## src/design/bps_pkg.sv

```systemverilog
// Shared types, register map, reset values and phase helpers for the buzzer
// pattern sequencer. No dependencies.
package bps_pkg;

	localparam int unsigned CfgAddrW = 5;
	localparam int unsigned CfgDataW = 32;
	localparam int unsigned LenW     = 16;
	localparam int unsigned CountW   = 16;

	typedef logic [2:0] reg_idx_t;
	localparam reg_idx_t REG_SINGLE_BEEP = 3'd0;
	localparam reg_idx_t REG_WARN_BEEP   = 3'd1;
	localparam reg_idx_t REG_WARN_GAP    = 3'd2;
	localparam reg_idx_t REG_WARN_TAIL   = 3'd3;
	localparam reg_idx_t REG_ERROR_ON    = 3'd4;
	localparam reg_idx_t REG_ERROR_OFF   = 3'd5;

	localparam logic [LenW-1:0] SINGLE_BEEP_RST = 16'd100;
	localparam logic [LenW-1:0] WARN_BEEP_RST   = 16'd50;
	localparam logic [LenW-1:0] WARN_GAP_RST    = 16'd200;
	localparam logic [LenW-1:0] WARN_TAIL_RST   = 16'd700;
	localparam logic [LenW-1:0] ERROR_ON_RST    = 16'd1000;
	localparam logic [LenW-1:0] ERROR_OFF_RST   = 16'd1000;

	typedef enum logic [1:0] {
		TONE_SINGLE = 2'd0,
		TONE_WARN   = 2'd1,
		TONE_ERROR  = 2'd2,
		TONE_STOP   = 2'd3
	} tone_t;

	typedef enum logic [2:0] {
		PH_IDLE   = 3'd0,
		PH_S_ON   = 3'd1,
		PH_W_ON1  = 3'd2,
		PH_W_GAP  = 3'd3,
		PH_W_ON2  = 3'd4,
		PH_W_TAIL = 3'd5,
		PH_E_ON   = 3'd6,
		PH_E_OFF  = 3'd7
	} phase_t;

	typedef struct packed {
		logic [LenW-1:0] single_beep;
		logic [LenW-1:0] warn_beep;
		logic [LenW-1:0] warn_gap;
		logic [LenW-1:0] warn_tail;
		logic [LenW-1:0] error_on;
		logic [LenW-1:0] error_off;
	} cfg_t;

	typedef struct packed {
		logic              mode;
		logic [1:0]        tone;
		logic [CountW-1:0] count;
	} item_t;

	typedef struct packed {
		logic bell;
		logic busy;
	} res_t;

	// Zero length counts as one tick.
	function automatic logic [LenW-1:0] min_one(input logic [LenW-1:0] v);
		return (v == '0) ? LenW'(1) : v;
	endfunction

	function automatic logic [LenW-1:0] phase_len(input phase_t ph, input cfg_t c);
		logic [LenW-1:0] len;
		case (ph)
			PH_S_ON:   len = min_one(c.single_beep);
			PH_W_ON1:  len = min_one(c.warn_beep);
			PH_W_GAP:  len = min_one(c.warn_gap);
			PH_W_ON2:  len = min_one(c.warn_beep);
			PH_W_TAIL: len = min_one(c.warn_tail);
			PH_E_ON:   len = min_one(c.error_on);
			PH_E_OFF:  len = min_one(c.error_off);
			default:   len = '0;
		endcase
		return len;
	endfunction

	function automatic phase_t first_phase(input tone_t t);
		phase_t ph;
		case (t)
			TONE_SINGLE: ph = PH_S_ON;
			TONE_WARN:   ph = PH_W_ON1;
			TONE_ERROR:  ph = PH_E_ON;
			default:     ph = PH_IDLE;
		endcase
		return ph;
	endfunction

	function automatic logic phase_bell(input phase_t ph);
		return (ph == PH_S_ON) || (ph == PH_W_ON1) || (ph == PH_W_ON2) || (ph == PH_E_ON);
	endfunction

endpackage

```

## src/design/bps_regs.sv

```systemverilog
// APB-style register file holding the six phase lengths.
// Depends on bps_pkg.
module bps_regs (
	input  logic                             clk,
	input  logic                             arst_n,
	input  logic                             psel,
	input  logic                             penable,
	input  logic                             pwrite,
	input  logic [bps_pkg::CfgAddrW-1:0]     paddr,
	input  logic [bps_pkg::CfgDataW-1:0]     pwdata,
	output logic [bps_pkg::CfgDataW-1:0]     prdata,
	output bps_pkg::cfg_t                    cfg
);
	import bps_pkg::*;

	cfg_t            cfg_q;
	reg_idx_t        idx;
	logic            wr_en;
	logic [LenW-1:0] wval;
	logic [LenW-1:0] rval;

	assign idx   = paddr[CfgAddrW-1:2];
	assign wr_en = psel && penable && pwrite;
	assign wval  = pwdata[LenW-1:0];

	always_ff @(posedge clk or negedge arst_n) begin
		if (!arst_n) begin
			cfg_q.single_beep <= SINGLE_BEEP_RST;
			cfg_q.warn_beep   <= WARN_BEEP_RST;
			cfg_q.warn_gap    <= WARN_GAP_RST;
			cfg_q.warn_tail   <= WARN_TAIL_RST;
			cfg_q.error_on    <= ERROR_ON_RST;
			cfg_q.error_off   <= ERROR_OFF_RST;
		end else if (wr_en) begin
			unique case (idx)
				REG_SINGLE_BEEP: cfg_q.single_beep <= wval;
				REG_WARN_BEEP:   cfg_q.warn_beep   <= wval;
				REG_WARN_GAP:    cfg_q.warn_gap    <= wval;
				REG_WARN_TAIL:   cfg_q.warn_tail   <= wval;
				REG_ERROR_ON:    cfg_q.error_on    <= wval;
				REG_ERROR_OFF:   cfg_q.error_off   <= wval;
				default: ;
			endcase
		end
	end

	always_comb begin
		unique case (idx)
			REG_SINGLE_BEEP: rval = cfg_q.single_beep;
			REG_WARN_BEEP:   rval = cfg_q.warn_beep;
			REG_WARN_GAP:    rval = cfg_q.warn_gap;
			REG_WARN_TAIL:   rval = cfg_q.warn_tail;
			REG_ERROR_ON:    rval = cfg_q.error_on;
			REG_ERROR_OFF:   rval = cfg_q.error_off;
			default:         rval = '0;
		endcase
	end

	assign prdata = CfgDataW'(rval);
	assign cfg    = cfg_q;

endmodule

```

## src/design/bps_core.sv

```systemverilog
// Pattern state machine: phase, phase timer, repeat and pending-command state,
// updated once per item. Depends on bps_pkg.
module bps_core (
	input  logic           clk,
	input  logic           arst_n,
	input  logic           step,
	input  bps_pkg::item_t item,
	input  bps_pkg::cfg_t  cfg,
	output bps_pkg::res_t  res
);
	import bps_pkg::*;

	phase_t              phase_q, phase_d;
	logic [LenW-1:0]     timer_q, timer_d;
	logic [CountW-1:0]   left_q, left_d;
	logic                forever_q, forever_d;
	tone_t               active_q, active_d;
	logic                pvalid_q, pvalid_d;
	tone_t               ptone_q, ptone_d;
	logic [CountW-1:0]   pcount_q, pcount_d;

	logic                take_en;
	tone_t               take_tone;
	logic [CountW-1:0]   take_cnt;
	logic                take_rep;
	logic                start_en;
	tone_t               start_tone;
	logic                enter_en;
	phase_t              enter_ph;

	always_ff @(posedge clk or negedge arst_n) begin
		if (!arst_n) begin
			phase_q   <= PH_IDLE;
			timer_q   <= '0;
			left_q    <= '0;
			forever_q <= 1'b0;
			active_q  <= TONE_SINGLE;
			pvalid_q  <= 1'b0;
			ptone_q   <= TONE_SINGLE;
			pcount_q  <= '0;
		end else if (step) begin
			phase_q   <= phase_d;
			timer_q   <= timer_d;
			left_q    <= left_d;
			forever_q <= forever_d;
			active_q  <= active_d;
			pvalid_q  <= pvalid_d;
			ptone_q   <= ptone_d;
			pcount_q  <= pcount_d;
		end
	end

	// Next state for one item: command or tick.
	always_comb begin
		phase_d    = phase_q;
		timer_d    = timer_q;
		left_d     = left_q;
		forever_d  = forever_q;
		active_d   = active_q;
		pvalid_d   = pvalid_q;
		ptone_d    = ptone_q;
		pcount_d   = pcount_q;
		take_en    = 1'b0;
		take_tone  = ptone_q;
		take_cnt   = pcount_q;
		take_rep   = 1'b0;
		start_en   = 1'b0;
		start_tone = active_q;
		enter_en   = 1'b0;
		enter_ph   = PH_IDLE;

		if (item.mode) begin
			pvalid_d = 1'b1;
			ptone_d  = tone_t'(item.tone);
			pcount_d = item.count;
			if (phase_q == PH_IDLE) begin
				take_en   = 1'b1;
				take_tone = tone_t'(item.tone);
				take_cnt  = item.count;
			end
		end else if (phase_q != PH_IDLE) begin
			if (timer_q > LenW'(1)) begin
				timer_d = timer_q - LenW'(1);
			end else begin
				unique case (phase_q)
					PH_W_ON1: begin
						enter_en = 1'b1;
						enter_ph = PH_W_GAP;
					end
					PH_W_GAP: begin
						enter_en = 1'b1;
						enter_ph = PH_W_ON2;
					end
					PH_W_ON2: begin
						enter_en = 1'b1;
						enter_ph = PH_W_TAIL;
					end
					PH_E_ON: begin
						enter_en = 1'b1;
						enter_ph = PH_E_OFF;
					end
					default: begin
						// end of a repetition
						if (pvalid_q) begin
							take_en = 1'b1;
						end else if (forever_q) begin
							start_en = 1'b1;
						end else if (left_q != '0) begin
							left_d   = left_q - CountW'(1);
							start_en = 1'b1;
						end else begin
							enter_en = 1'b1;
						end
					end
				endcase
			end
		end

		if (take_en) begin
			take_rep   = (take_tone == TONE_WARN) || (take_tone == TONE_ERROR);
			pvalid_d   = 1'b0;
			active_d   = take_tone;
			forever_d  = take_rep && (take_cnt == '0);
			left_d     = (take_rep && (take_cnt != '0)) ? take_cnt - CountW'(1) : '0;
			start_en   = 1'b1;
			start_tone = take_tone;
		end
		if (start_en) begin
			enter_en = 1'b1;
			enter_ph = first_phase(start_tone);
		end
		if (enter_en) begin
			phase_d = enter_ph;
			timer_d = phase_len(enter_ph, cfg);
		end
	end

	// Result for this item follows from the phase it leaves behind.
	always_comb begin
		res.bell = phase_bell(phase_d);
		res.busy = (phase_d != PH_IDLE);
	end

endmodule

```

## src/design/buzzer_pattern_sequencer_unit.sv

```systemverilog
// Buzzer pattern sequencer top level: input register, pattern core, result
// register and the APB-style configuration port. Depends on bps_pkg, bps_regs, bps_core.
//
//  channel   handshake               payload
//  -------   ---------------------   -----------------------------
//  in        in_valid / in_ready     mode, tone, repeat_count
//  out       out_valid / out_ready   bell_on, busy_res
//  cfg       psel/penable/pwrite     paddr, pwdata -> prdata, pready
//
// Each item lands in the input register; when it moves on, the core's
// next-state logic updates the pattern state and the result register is
// loaded. An item can be taken every cycle while results drain.
// Output stall: the result register holds, the input register holds its item,
// and in_ready drops only when both are full. Reset clears state, handshake
// valids and the registers to their default lengths; no clearing pass.
module buzzer_pattern_sequencer_unit (
	input  logic                             clk,
	input  logic                             arst_n,
	// item input
	input  logic                             in_valid,
	output logic                             in_ready,
	input  logic                             mode,
	input  logic [1:0]                       tone,
	input  logic [bps_pkg::CountW-1:0]       repeat_count,
	// result output
	output logic                             out_valid,
	input  logic                             out_ready,
	output logic                             bell_on,
	output logic                             busy_res,
	// configuration
	input  logic                             psel,
	input  logic                             penable,
	input  logic                             pwrite,
	input  logic [bps_pkg::CfgAddrW-1:0]     paddr,
	input  logic [bps_pkg::CfgDataW-1:0]     pwdata,
	output logic [bps_pkg::CfgDataW-1:0]     prdata,
	output logic                             pready
);
	import bps_pkg::*;

	cfg_t  cfg;
	item_t item_s1;
	logic  valid_s1;
	res_t  res;
	res_t  res_s2;
	logic  valid_s2;
	logic  advance;

	assign pready = 1'b1;

	bps_regs u_regs (
		.clk     (clk),
		.arst_n  (arst_n),
		.psel    (psel),
		.penable (penable),
		.pwrite  (pwrite),
		.paddr   (paddr),
		.pwdata  (pwdata),
		.prdata  (prdata),
		.cfg     (cfg)
	);

	// The held item moves on whenever the result register is free or draining.
	assign advance  = valid_s1 && (!valid_s2 || out_ready);
	assign in_ready = !valid_s1 || advance;

	// input register
	always_ff @(posedge clk or negedge arst_n) begin
		if (!arst_n) begin
			valid_s1 <= 1'b0;
		end else if (in_ready) begin
			valid_s1 <= in_valid;
		end
	end

	always_ff @(posedge clk) begin
		if (in_valid && in_ready) begin
			item_s1.mode  <= mode;
			item_s1.tone  <= tone;
			item_s1.count <= repeat_count;
		end
	end

	bps_core u_core (
		.clk    (clk),
		.arst_n (arst_n),
		.step   (advance),
		.item   (item_s1),
		.cfg    (cfg),
		.res    (res)
	);

	// result register
	always_ff @(posedge clk or negedge arst_n) begin
		if (!arst_n) begin
			valid_s2 <= 1'b0;
		end else if (advance) begin
			valid_s2 <= 1'b1;
		end else if (out_ready) begin
			valid_s2 <= 1'b0;
		end
	end

	always_ff @(posedge clk) begin
		if (advance) begin
			res_s2 <= res;
		end
	end

	assign out_valid = valid_s2;
	assign bell_on   = res_s2.bell;
	assign busy_res  = res_s2.busy;

	// The bell never sounds while no pattern plays.
	a_bell_needs_busy: assert property (@(posedge clk) disable iff (!arst_n)
		valid_s2 |-> !(res_s2.bell && !res_s2.busy))
		else $error("bell on while idle");

	// A held item that cannot move on stays put.
	a_s1_kept: assert property (@(posedge clk) disable iff (!arst_n)
		(valid_s1 && !advance) |=> valid_s1)
		else $error("input register item lost");

	// Back-pressure only when both registers are full and the output stalls.
	a_ready_low: assert property (@(posedge clk) disable iff (!arst_n)
		!in_ready |-> (valid_s1 && valid_s2 && !out_ready))
		else $error("in_ready low without a full stall");

	// A result appears in the cycle after its item moves on.
	a_result_follows: assert property (@(posedge clk) disable iff (!arst_n)
		advance |=> valid_s2)
		else $error("result missing after advance");

endmodule
```

## config.mk

```make
export PLATFORM = sky130hd
export DESIGN_NAME = buzzer_pattern_sequencer_unit
export DESIGN_NICKNAME = d
export VERILOG_FILES = /design/src/design/bps_pkg.sv /design/src/design/bps_regs.sv /design/src/design/bps_core.sv /design/src/design/buzzer_pattern_sequencer_unit.sv
export SDC_FILE = /design/constraint.sdc
export NUM_CORES = 1
export LEC_CHECK = 0
export ABC_CLOCK_PERIOD_IN_PS = 3900
export BUFFER_PORTS_ARGS = -buffer_cell sky130_fd_sc_hd__buf_2
export CORE_MARGIN = 5
export CORE_UTILIZATION = 30
export DETAILED_ROUTE_END_ITERATION = 12
export PLACE_DENSITY = 0.49
export SLEW_MARGIN = 30
export SYNTH_ARGS = -nofsm -noshare
export SYNTH_HDL_FRONTEND = slang
export SYNTH_SLANG_ARGS = --single-unit
```

## constraint.sdc

```tcl
create_clock -name clk -period 3.9 [get_ports clk]
set_input_delay 0.78 -clock clk [delete_from_list [all_inputs] [get_ports clk]]
set_output_delay 0.78 -clock clk [all_outputs]
set_load 0.05 [all_outputs]
```

After elaboration in Yosys (flattened, before gate mapping)

Index checks and enable logic that the tools add are counted.
W data, S select, Z words.

Add/subtract/negate cells: 3
$lt $le $gt $ge: 1
Equality and inequality tests: 30
Multiplexer cells: 59
Reductions and logical operators: 47

Operators by type and width:

| cell                    | count |
|---|---|
| $mux W16                | 21 |
| $pmux W16 S6            | 2 |
| $logic_not A16 Y1       | 7 |
| $sub A16 B1 Y16 const B | 3 |
| $reduce_bool A16 Y1     | 2 |
| $eq A3 B3 Y1 const B    | 10 |
| $mux W1                 | 26 |
| $eq A3 B2 Y1 const B    | 7 |
| $reduce_and A2 Y1       | 9 |
| $gt A16 B1 Y1 const B   | 1 |
| $mux W3                 | 5 |
| $pmux W3 S4             | 1 |
| $reduce_bool A2 Y1      | 6 |
| $eq A3 B1 Y1 const B    | 3 |
| $pmux W3 S3             | 1 |
| $ne A2 B1 Y1 const B    | 4 |
| $reduce_and A8 Y1       | 1 |
| $logic_and A1 B1 Y1     | 6 |
| $logic_not A3 Y1        | 2 |
| $logic_or A1 B1 Y1      | 6 |
| $mux W2                 | 3 |
| $reduce_bool A3 Y1      | 2 |
| $eq A2 B1 Y1 const B    | 2 |
| $eq A2 B2 Y1 const B    | 2 |
| 6 further kinds         | 8 |

Register bits after elaboration: 176
Input bits: 63

Logic depth before layout (Yosys ltp)

Gate-level depths: netlist of the first run.

Depth after elaboration: 15
Depth in mapped cells: 18
Depth with buffers taken out: 15

Modules after synthesis

A second synthesis of the first run with hierarchy kept.

Cells, all modules: 912
Area, all modules: 10162.2 um2

By module, submodules not included:

| module                        | instances | cells each | area an instance (um2) | sequential area each (um2) |
|---|---|---|---|---|
| bps_core                      | 1         | 548        | 4790.8                 | 1426.4 |
| bps_regs                      | 1         | 333        | 4625.7                 | 2436.1 |
| buzzer_pattern_sequencer_unit | 1         | 31         | 745.7                  | 680.7 |

Least setup slack after synthesis of the first run

OpenSTA, ideal clock, no wires.

Path type: register to register
Start point: register u_core.phase_q[2]
End point: register u_core.timer_q[15]
Setup time: 66 ps
Data arrival time: 3587 ps
Slack: 247 ps
Stages on the path, launching flop included: 14
Path buffers: 4
Clock period less this slack: 3653 ps
Cell sequence: dfrtp_1 -> clkbuf_1 -> nor4b_1 -> clkbuf_1 -> clkbuf_1 -> a21oi_1 -> a21oi_1 -> ha_1 -> or3b_2 -> a31oi_1 -> o21a_1 -> buf_2 -> and2_1 -> o32a_1

Cells in the longest elaborated chain, start to end: 14
Elaborated cells on any way between the ends: 48
Classes of those cells: 14 x eq/ne; 26 x mux; 8 x reduce/logical

Ends and longest elaborated chain:

| element                                      | line            | RTL |
|---|---|---|
| from (decl)                                  | bps_core.sv:13  | `phase_t phase_q, phase_d;` |
| from (signal assigned)                       | bps_core.sv:42  | `phase_q <= phase_d;` |
| $eq A3 B2 Y1 or $eq A3 B3 Y1 (tied branches) | bps_core.sv:85  | `unique case (phase_q)` |
| $reduce_or A4 Y1 (no source line)            | n/a             |  |
| $mux W1                                      | bps_core.sv:85  |  |
| $mux W1                                      | bps_core.sv:82  | `if (timer_q > LenW'(1)) begin` |
| $mux W1                                      | bps_core.sv:81  | `end else if (phase_q != PH_IDLE) begin` |
| $mux W1                                      | bps_core.sv:72  | `if (item.mode) begin` |
| $mux W2                                      | n/a             |  |
| $eq A2 B2 Y1 (tied with other cells)         | bps_pkg.sv:85   | `case (t)` |
| $pmux W3 S3                                  | bps_pkg.sv:85   |  |
| $mux W3                                      | bps_core.sv:128 | `if (start_en) begin` |
| $eq A3 B2 Y1 or $eq A3 B3 Y1 (tied branches) | bps_pkg.sv:70   | `case (ph)` |
| $reduce_or A2 Y1 (no source line)            | n/a             |  |
| $pmux W16 S6                                 | bps_pkg.sv:70   |  |
| $mux W16                                     | bps_core.sv:132 | `if (enter_en) begin` |
| to (signal assigned)                         | bps_core.sv:43  | `timer_q <= timer_d;` |
| to (decl)                                    | bps_core.sv:14  | `logic [LenW-1:0] timer_q, timer_d;` |

Several ways; a longest one is shown, not always the timed one.
A chain may end at the register's enable or synchronous reset.

Worst setup path after layout of the first run

Start point: register u_core.timer_q[6]
End point: register u_core.timer_q[12]

Cells in the longest elaborated chain, start to end: 12
Elaborated cells on any way between the ends: 39
Classes of those cells: 1 x add/sub; 1 x order compare; 10 x eq/ne; 22 x mux; 5 x reduce/logical

Ends and longest elaborated chain:

| element                                      | line |
|---|---|
| $gt A16 B1 Y1                                | bps_core.sv:82 |
| $mux W1                                      | bps_core.sv:82 |
| $mux W1                                      | bps_core.sv:81 |
| $mux W1                                      | bps_core.sv:72 |
| $mux W2                                      | n/a |
| $eq A2 B2 Y1 (tied with other cells)         | bps_pkg.sv:85 |
| $pmux W3 S3                                  | bps_pkg.sv:85 |
| $mux W3                                      | bps_core.sv:128 |
| $eq A3 B2 Y1 or $eq A3 B3 Y1 (tied branches) | bps_pkg.sv:70 |
| $reduce_or A2 Y1 (no source line)            | n/a |
| $pmux W16 S6                                 | bps_pkg.sv:70 |
| $mux W16                                     | bps_core.sv:132 |

Several ways; a longest one is shown, not always the timed one. The select of a mux whose other input is x is not followed.

==> impl_metrics.yaml, run 1 <==
timing:
  post-route-period-util_pct: 93.6
  finalClockSkew_ns: 0.00980
  slew_headroom_pct: 50.0
  finalHoldViolCount: 0
  rsz0062_at_grt: "false"
  final_max_slew_viol_count: 0
  period_needed_ns: 3.65
  setup_tns_ns: 0
  tightest_slew_ns: 0.743
  setup_viol_count_final: 0
  max_clock_freq_mhz: 274
logic_synthesis:
  syn_inst: 980
  syn-mean-instance-area_um2: 10.5
  yosys-top-cells-area: "dfrtp_1 (31%), mux2_2 (12%), dfstp_2 (6.9%)"
  ys_ff_latch: 176
  synth-edff-count: 21
  synth_area_um2: 10300
  ys_seq_area_share_pct: 44.2
  async_flop_share_pct: 88.1
  yosysWarningCount: 0
  synth_cell_types: 81
  synth_area_leader_cell: "dfrtp_1"
  synth_top_area_share_pct: 31.2
  ys.flop_type: "dfrtp_1"
pwr:
  leakage_nw: 4.63
  power_density_nw_per_um2: 624
  switching_share_pct: 39.9
  pwr-share-clk_pct: 23.8
  power.switching_mw: 2.95
  seqPwrFrac_pct: 40.6
  internal_power_mw: 4.45
  irDropWorstVdd_v: 0.000295
  pwr-share-comb_pct: 35.6
floorplanning:
  fp.dieH_um: 195
  chipWidth_um: 195
  ios: 100
  start_util_pct: 30.5
  num_rows: 67
  fp.coreArea_um2: 33700
  die-area_um2: 38100
final_layout:
  final_cell_mix: "dfrtp_1 (128), mux2_2 (113), nand2_1 (71)"
  final_common_cell: "dfrtp_1"
  finalInstanceArea_um2: 11900
  final-instance-count-excl-fill: 1516
  nets: 1127
  area_growth_pct: 15.5
  finish.utilization_pct: 35.2
  fillerInstances: 3423
  diodes: 0
  drive_above_1_share_pct: 30.0
clock_tree:
  ctsRootBufferMaster: "clkbuf_16"
  h-tree-depth: 4
  cts_hold_buf: 0
  clk_pin_slew_ns: 0.07
  clock_latency_ns: 0.44
  cts.sinks: 176
  cts_tree: "built"
  cts_made_buffers: 17
  max-clock-path-buffers: 2
route:
  wl_per_cell_um: 21.9
  drt-pass1-iter-count: 6
  ant_nets: 0
  drtIter0Drc: 970
  vias_per_cell: 5.70
  drc: 0
  vias: 8645
  drt-total-wl_um: 33200
global_route:
  grt_max_degree: 68
  antenna_found_initial: 0
  grt_pass1_wl_um: 51800
  grt_use_total_pct: 17.1
  globalRouteOverflowTotal: 0
  grt_pass1_vias: 8577
worst_setup_path:
  r2r_slack_ns: 0.25
  critPathCapture: "u_core.timer_q[12]"
  r2r_start: "u_core.timer_q[6]"
  end_kind: "register"
  cp-start-kind: "register"
  cp_data_required_time_ns: 4.27
  cp_max_fo: 10
  crit_arrival_ns: 4.02
  r2r_end: "u_core.timer_q[12]"
  path_class: "reg2reg"
  worst_r2r_path_depth: 13
  setup.worst_path.start: "u_core.timer_q[6]"
placed_design:
  io_buffers: 64
  dp.cells: 1483
  hpwl_um: 23500
  place.gp.congestion: 0.882
  dpl_cell_area_um2: 11200
run_status:
  status: "finished, final reports clean"
min_path:
  hold_path_class: "in2async"
run:
  cap_violations: 0
## power by group through the flow
stage,sequential (mW),combinational [mW],clock (mW)
2_1_floorplan,2.79,1.97,0
3_3_place_gp,3.00,2.59,0
3_5_place_dp,3.01,2.61,0
4_1_cts,2.98,2.62,1.80
5_1_grt,3.07,2.90,1.87
6_report,3.00,2.63,1.76
## cell type report
class | count | area, um2 | share of cell area (%)
clock buffer | 19 | 443 | 3.73
clock inverter | 13 | 146 | 1.23
inverter | 18 | 67.6 | 0.570
multi-input combinational | 731 | 5400 | 45.5
sequential | 176 | 4540 | 38.3
tap | 448 | 561 | 4.73
timing repair buffer | 111 | 704 | 5.94
## sequential cells by signal (all words and copies together) (netlist names)
signal / cells
busy_res: 1
u_core.ptone_q: 2
item_s1: 19
bell_on: 1
u_core.forever_q: 1
u_core.left_q: 16
valid_s1: 1
u_core.active_q: 2
u_core.pcount_q: 16
u_core.phase_q: 3
out_valid: 1
u_regs.cfg: 96
u_core.pvalid_q: 1
u_core.timer_q: 16
## through the flow
step / hold slack, ns / power [mW] / setup slack (ns)
after floorplan: 0.450 / 4.76 / 0.247
after global placement: 0.472 / 5.59 / 0.200
after detailed placement: 0.473 / 5.62 / 0.180
after CTS: 0.362 / 7.40 / 0.163
after global routing: 0.378 / 7.83 / 0.0427
final: 0.329 / 7.40 / 0.251
## timing repair
action                     4_1_cts  5_1_grt
gates resized for setup          0        5
hold endpoints to repair         0        0
setup buffers                    0        1
setup endpoints to repair        0       11
## synth_stat cells (all sizes together), types with 11 or more instances
cell type and n:
xor2 13, o21ai 31, a21oi 25, or4 11, a31oi 11, buf 36
nand2 71, inv 17, a222oi 14, a22oi 67, nor4 31, nor2 58
dfstp 27, edfxtp 21, nand3 39, mux2i 14, xnor2 16, nor3 34
dfrtp 128, mux2 113, clkbuf 34
## worst max-delay path: stages (launching register included)
cell and delay (ns):
dfrtp_1 0.46, nor4_4 0.38, nand2_1 0.17, or3_1 0.47, nand2_1 0.11, a21oi_1 0.09, a21oi_2 0.19, ha_1 0.27
or3b_2 0.45, a31oi_1 0.27, o21a_1 0.28, buf_12 0.16, and2_1 0.13, o32a_1 0.15
## cell families after synthesis
logic type / count (synthesis) / share of synthesized area (%)
XOR/XNOR: 29 / 2.47
AO/OA/AOI/OAI: 234 / 17.5
AND/OR/NAND/NOR: 315 / 16.5
buffers and inverters: 88 / 4.38
flip-flops: 176 / 44.2
adder cells (fa/ha/maj): 9 / 1.10
other: 2 / 0.0731
multiplexers: 127 / 13.7
## per-layer routing
metal	vias to the layer above	wire length, um	track usage [%]
li1	3897	-	-
met3	68	2050	2.88
met1	4329	15000	23.9
met4	0	794	5.22
met2	351	15300	27.1
met5	-	0	0
## worst min path at each step
stage	slack, ns	cells past startpoint	to
global placement	0.47	2	u_core.active_q[0]
global route	0.38	1	u_regs.cfg[53]
CTS	0.36	1	u_regs.cfg[53]
detailed placement	0.47	2	u_core.active_q[0]
floorplan	0.45	2	u_core.active_q[0]
finish	0.33	1	u_regs.cfg[53]
Power figures use the tool's default switching activity.
==> inputs of run 2 (changes only) <==
==> constraint.sdc (replaced) <==
create_clock -name clk -period 3.9 [get_ports clk]
set_input_delay 0 -clock clk [delete_from_list [all_inputs] [get_ports clk]]
set_output_delay 0 -clock clk [all_outputs]
set_load 0.05 [all_outputs]
==> run 2 against run 1 <==
Sequential cell count unchanged; sequential power is essentially flat; maximum frequency fell by 0.67%; clock skew rose by 0.0052 ns; power grew 0.89%; clock power grew 3%; first-iteration DRC count fell by 3.3%; count of clock-buffer cells in the layout fell by 2; largest cell class unchanged; largest power group unchanged.
==> impl_metrics.yaml, run 2 (synthesis gave the netlist of run 1 again) <==
run_status:
  status: "finished, final reports clean"
global_route:
  grt_pass1_vias: 8818
  grt_pass1_wl_um: 52200
  antenna_found_initial: 0
  grt_max_degree: 89
  grt_use_total_pct: 17.2
  globalRouteOverflowTotal: 0
worst_setup_path:
  crit_chain: "nor4_1, buf_4, nand2_1, or3_1, nand2_1, a21oi_1, a21oi_2, ha_1, or3b_2, a31oi_1, o21a_1, buf_12, and2_1, o32a_1"
  crit_slowest_cell: "or3_1"
  crit_arrival_ns: 4.06
  cp-start-kind: "register"
  cp_common_cell: "nand2_1"
  r2r_start: "u_core.timer_q[14]"
  worst_r2r_path_depth: 14
  cp_data_required_time_ns: 4.29
  max_stage_delay_ns: 0.47
  end_kind: "register"
  r2r_slack_ns: 0.23
  r2r_end: "u_core.timer_q[3]"
  path_class: "reg2reg"
  cp_max_fo: 10
route:
  vias_per_cell: 5.59
  route.met3.wl_um: 1980
  vias: 8678
  drt-total-wl_um: 32900
  drt-pass1-iter-count: 6
  met1Wirelength_um: 15100
  wl_met2_um: 15300
  top_layer_used: "met4"
  wl_per_cell_um: 21.2
  ant_nets: 0
  drtIter0Drc: 938
  drc: 0
timing:
  setup_viol_count_final: 0
  setup_tns_ns: 0
  finalClockSkew_ns: 0.0150
  period_needed_ns: 3.67
  slew_headroom_pct: 34.8
  post-route-period-util_pct: 94.2
  max_clock_freq_mhz: 272
  final_max_slew_viol_count: 0
  rsz0062_at_grt: "false"
  tightest_slew_ns: 0.974
  finalHoldViolCount: 0
floorplanning:
  start_util_pct: 30.5
  ios: 100
  num_rows: 67
  fp.dieH_um: 195
  fp.coreArea_um2: 33700
  chipWidth_um: 195
  die-area_um2: 38100
placed_design:
  io_buffers: 64
  dpl_cell_area_um2: 11200
  hpwl_um: 23200
  place.gp.congestion: 0.889
clock_tree:
  clock_latency_ns: 0.45
  h-tree-depth: 4
  max-clock-path-buffers: 2
  clk_pin_slew_ns: 0.08
  ctsRootBufferMaster: "clkbuf_16"
  cts_tree: "built"
  cts_made_buffers: 17
  cts.sinks: 176
final_layout:
  finalInstanceArea_um2: 12200
  final_common_cell: "dfrtp_1"
  diodes: 0
  largest_reg_flops: 96
  drive_above_1_share_pct: 28.4
  nets: 1164
  area_growth_pct: 18.9
  final_cell_mix: "dfrtp_1 (128), mux2_2 (113), nand2_1 (71)"
pwr:
  power_density_nw_per_um2: 611
  total_power_mw: 7.46
  internal_power_mw: 4.52
  leakage_nw: 4.78
  power.switching_mw: 2.95
  switching_share_pct: 39.5
  pwr-share-clk_pct: 24.2
  pwr-share-comb_pct: 36.1
  seqPwrFrac_pct: 39.7
  irDropWorstVdd_v: 0.000377
run:
  cap_violations: 0
min_path:
  hold_path_class: "in2async"
-- run 2: area by class of cell --
cell class	count	area, um2
clock buffer	17	425
clock inverter	15	181
fill	3408	21500
inverter	18	67.6
multi-input combinational	731	5380
sequential	176	4540
tap	448	561
timing repair buffer	148	1070
-- run 2: worst max-delay path by stage --
stage | start | endpoint | slack [ns] | cells past startpoint
CTS | u_core.timer_q[15] | u_core.timer_q[13] | 0.15 | 14
floorplan | u_core.phase_q[2] | u_core.timer_q[15] | 0.25 | 13
global placement | u_core.timer_q[14] | u_core.timer_q[13] | 0.25 | 14
finish | u_core.timer_q[14] | u_core.timer_q[3] | 0.23 | 14
detailed placement | u_core.timer_q[15] | u_core.timer_q[13] | 0.18 | 14
global route | u_core.timer_q[12] | u_core.timer_q[13] | 0.0005 | 14
-- run 2: per-stage QoR --
stage	worst slack (ns)	cells	hold WS, ns	util [%]
2_1_floorplan	0.247	995	-0.296	-
3_3_place_gp	0.251	1482	0.148	33.3
3_5_place_dp	0.185	1482	0.148	33.3
4_1_cts	0.152	1553	0.222	36.2
5_1_grt	0.000540	1553	0.251	36.3
6_report	0.226	1553	0.215	36.3
-- run 2: metal layers --
| metal | vias up | GRT usage [%] |
|---|---|---|
| li1 | 3956 | - |
| met2 | 319 | 27.6 |
| met3 | 47 | 3.55 |
| met5 | - | 0 |
| met4 | 0 | 4.60 |
| met1 | 4356 | 23.8 |
-- run 2: what timing repair did --
item	in CTS	in global routing
endpoints found under the setup margin	0	9
hold buffers	39	0
resized for setup	0	1
endpoints found under the hold margin	186	0
setup buffers	0	0
-- run 2: worst max-delay path, delay by kind of cell, from the launching register on --
family | cells | cell delay, ns
flip-flops | 1 | 0.42
adder cells (fa/ha/maj) | 1 | 0.28
buffers and inverters | 2 | 0.35
AND/OR/NAND/NOR | 6 | 1.60
AO/OA/AOI/OAI | 5 | 0.96
-- run 2: power by group through the flow --
stage | registers (mW) | logic, mW | clock network [mW]
after floorplan | 2.79 | 1.97 | 0
after global placement | 2.99 | 2.62 | 0
after detailed placement | 2.98 | 2.65 | 0
after CTS | 2.95 | 2.69 | 1.86
after global routing | 3.03 | 2.96 | 1.93
final | 2.97 | 2.69 | 1.81
==> inputs of run 3 (changes only) <==
BUFFER_PORTS_ARGS = -buffer_cell sky130_fd_sc_hd__buf_4   (was -buffer_cell sky130_fd_sc_hd__buf_2)
GPL_ROUTABILITY_DRIVEN = 1   (was not set)
RECOVER_POWER = 50   (was not set)
==> run 3 against run 2 <==
The run now ends with capacitance limit, slew limit left; global-route usage is essentially flat; sequential power is essentially flat; first-iteration DRC count shrank 14%; core utilization grew 0.13 points.
==> impl_metrics.yaml, run 3 (synthesis gave the netlist of run 1 again) <==
run_status:
  status: "complete, but fails checks"
  violations: "capacitance limit, slew limit"
timing:
  finalClockSkew_ns: 0.00893
  post-route-period-util_pct: 91.4
  period_needed_ns: 3.56
  finalHoldViolCount: 0
  slew_headroom_pct: -65.6
  setup_viol_count_final: 0
  setup_tns_ns: 0
  setup_slack_ns: 0.336
  rsz0062_at_grt: "false"
  final_max_slew_viol_count: 96
  hold_ws_ns: 0.293
  tightest_slew_ns: 2.48
  max_clock_freq_mhz: 281
final_layout:
  diodes: 0
  final-instance-count-excl-fill: 1552
  largest_reg_flops: 96
  final_common_cell: "dfrtp_1"
  finish.utilization_pct: 36.4
  final_cell_mix: "dfrtp_1 (128), mux2_2 (113), buf_4 (74)"
  area_growth_pct: 19.4
  finalInstanceArea_um2: 12300
  drive_above_1_share_pct: 26.5
  nets: 1163
route:
  vias: 8790
  ant_nets: 0
  drt-pass1-iter-count: 6
  vias_per_cell: 5.66
  drt-total-wl_um: 33400
  drtIter0Drc: 805
  wl_per_cell_um: 21.5
  drc: 0
worst_setup_path:
  crit_arrival_ns: 3.95
  path_class: "reg2reg"
  cp_data_required_time_ns: 4.29
  end_kind: "register"
  cp_max_fo: 7
  setup.worst_path.start: "u_core.timer_q[7]"
  r2r_start: "u_core.timer_q[7]"
  cp-start-kind: "register"
clock_tree:
  cts.sinks: 176
  cts_made_buffers: 17
  clock_latency_ns: 0.45
  cts_tree: "built"
  max-clock-path-buffers: 2
  clk_pin_slew_ns: 0.07
  h-tree-depth: 4
  post_cts_buffers: 0
  ctsRootBufferMaster: "clkbuf_16"
floorplanning:
  num_rows: 67
  fp.coreArea_um2: 33700
  chipWidth_um: 195
  die-area_um2: 38100
  fp.dieH_um: 195
  ios: 100
  start_util_pct: 30.5
placed_design:
  pre_cts_slack_ns: 0.236
  place.gp.congestion: 0.903
  hpwl_um: 23200
  dp.cells: 1481
  dpl_cell_area_um2: 11400
  io_buffers: 64
min_path:
  hold_path_class: "in2reg"
  worstHoldStart: "repeat_count[13]"
global_route:
  globalRouteOverflowTotal: 0
  grt_pass1_wl_um: 52100
  grt_max_degree: 96
  grt_use_total_pct: 17.2
  antenna_found_initial: 0
  grt_pass1_vias: 8619
pwr:
  power_density_nw_per_um2: 607
  leakage_nw: 4.74
  irDropWorstVdd_v: 0.000324
  total_power_mw: 7.44
run:
  cap_violations: 1
==> run 3: worst max-delay path, cell delays in order (launching register included) <==
cell and delay [ns]:
dfrtp_1 0.45, nor4_4 0.43, nand2_1 0.15, or3_1 0.47, nand2_1 0.10, a21oi_1 0.09, a21oi_2 0.19, ha_2 0.31
or3b_2 0.43, a31oi_1 0.24, o21a_1 0.19, buf_4 0.17, and2_1 0.14, o32a_1 0.15
==> run 3: final timing paths <==
path,cells after the start,slack (ns),end
hold / removal,2,0.29,item_s1[13]
min in group asynchronous,2,0.82,u_regs.cfg[38]
setup reg to reg,13,0.34,u_core.timer_q[15]
setup / recovery,13,0.34,u_core.timer_q[15]
hold reg to reg,2,0.49,u_core.active_q[0]
max in group asynchronous,3,1.19,u_core.left_q[5]
==> run 3: routing by layer <==
metal	routed length, um	GRT usage [%]	vias to the layer above
li1	-	-	3961
met1	14800	23.3	4410
met2	15700	27.4	350
met3	2060	3.91	69
met4	836	5.77	0
met5	0	0	-
==> run 3: report_power, final <==
part / internal [mW] / switching (mW) / total, mW
Sequential: 2.36 / 0.621 / 2.98
Combinational: 1.17 / 1.55 / 2.72
Clock: 1.01 / 0.743 / 1.75
Total: 4.53 / 2.91 / 7.44
==> run 3: timing repair <==
action | in CTS | in global routing
endpoints found under the setup margin | 0 | 13
resized for setup | 0 | 3
endpoints found under the hold margin | 187 | 0
hold buffers | 39 | 0
==> run 3: area by class of cell <==
| cell class | instances | area (um2) |
|---|---|---|
| fill | 3446 | 21400 |
| multi-input combinational | 731 | 5370 |
| sequential | 176 | 4540 |
| timing repair buffer | 147 | 1150 |
| tap | 448 | 561 |
| clock buffer | 22 | 444 |
| clock inverter | 10 | 135 |
| inverter | 18 | 67.6 |
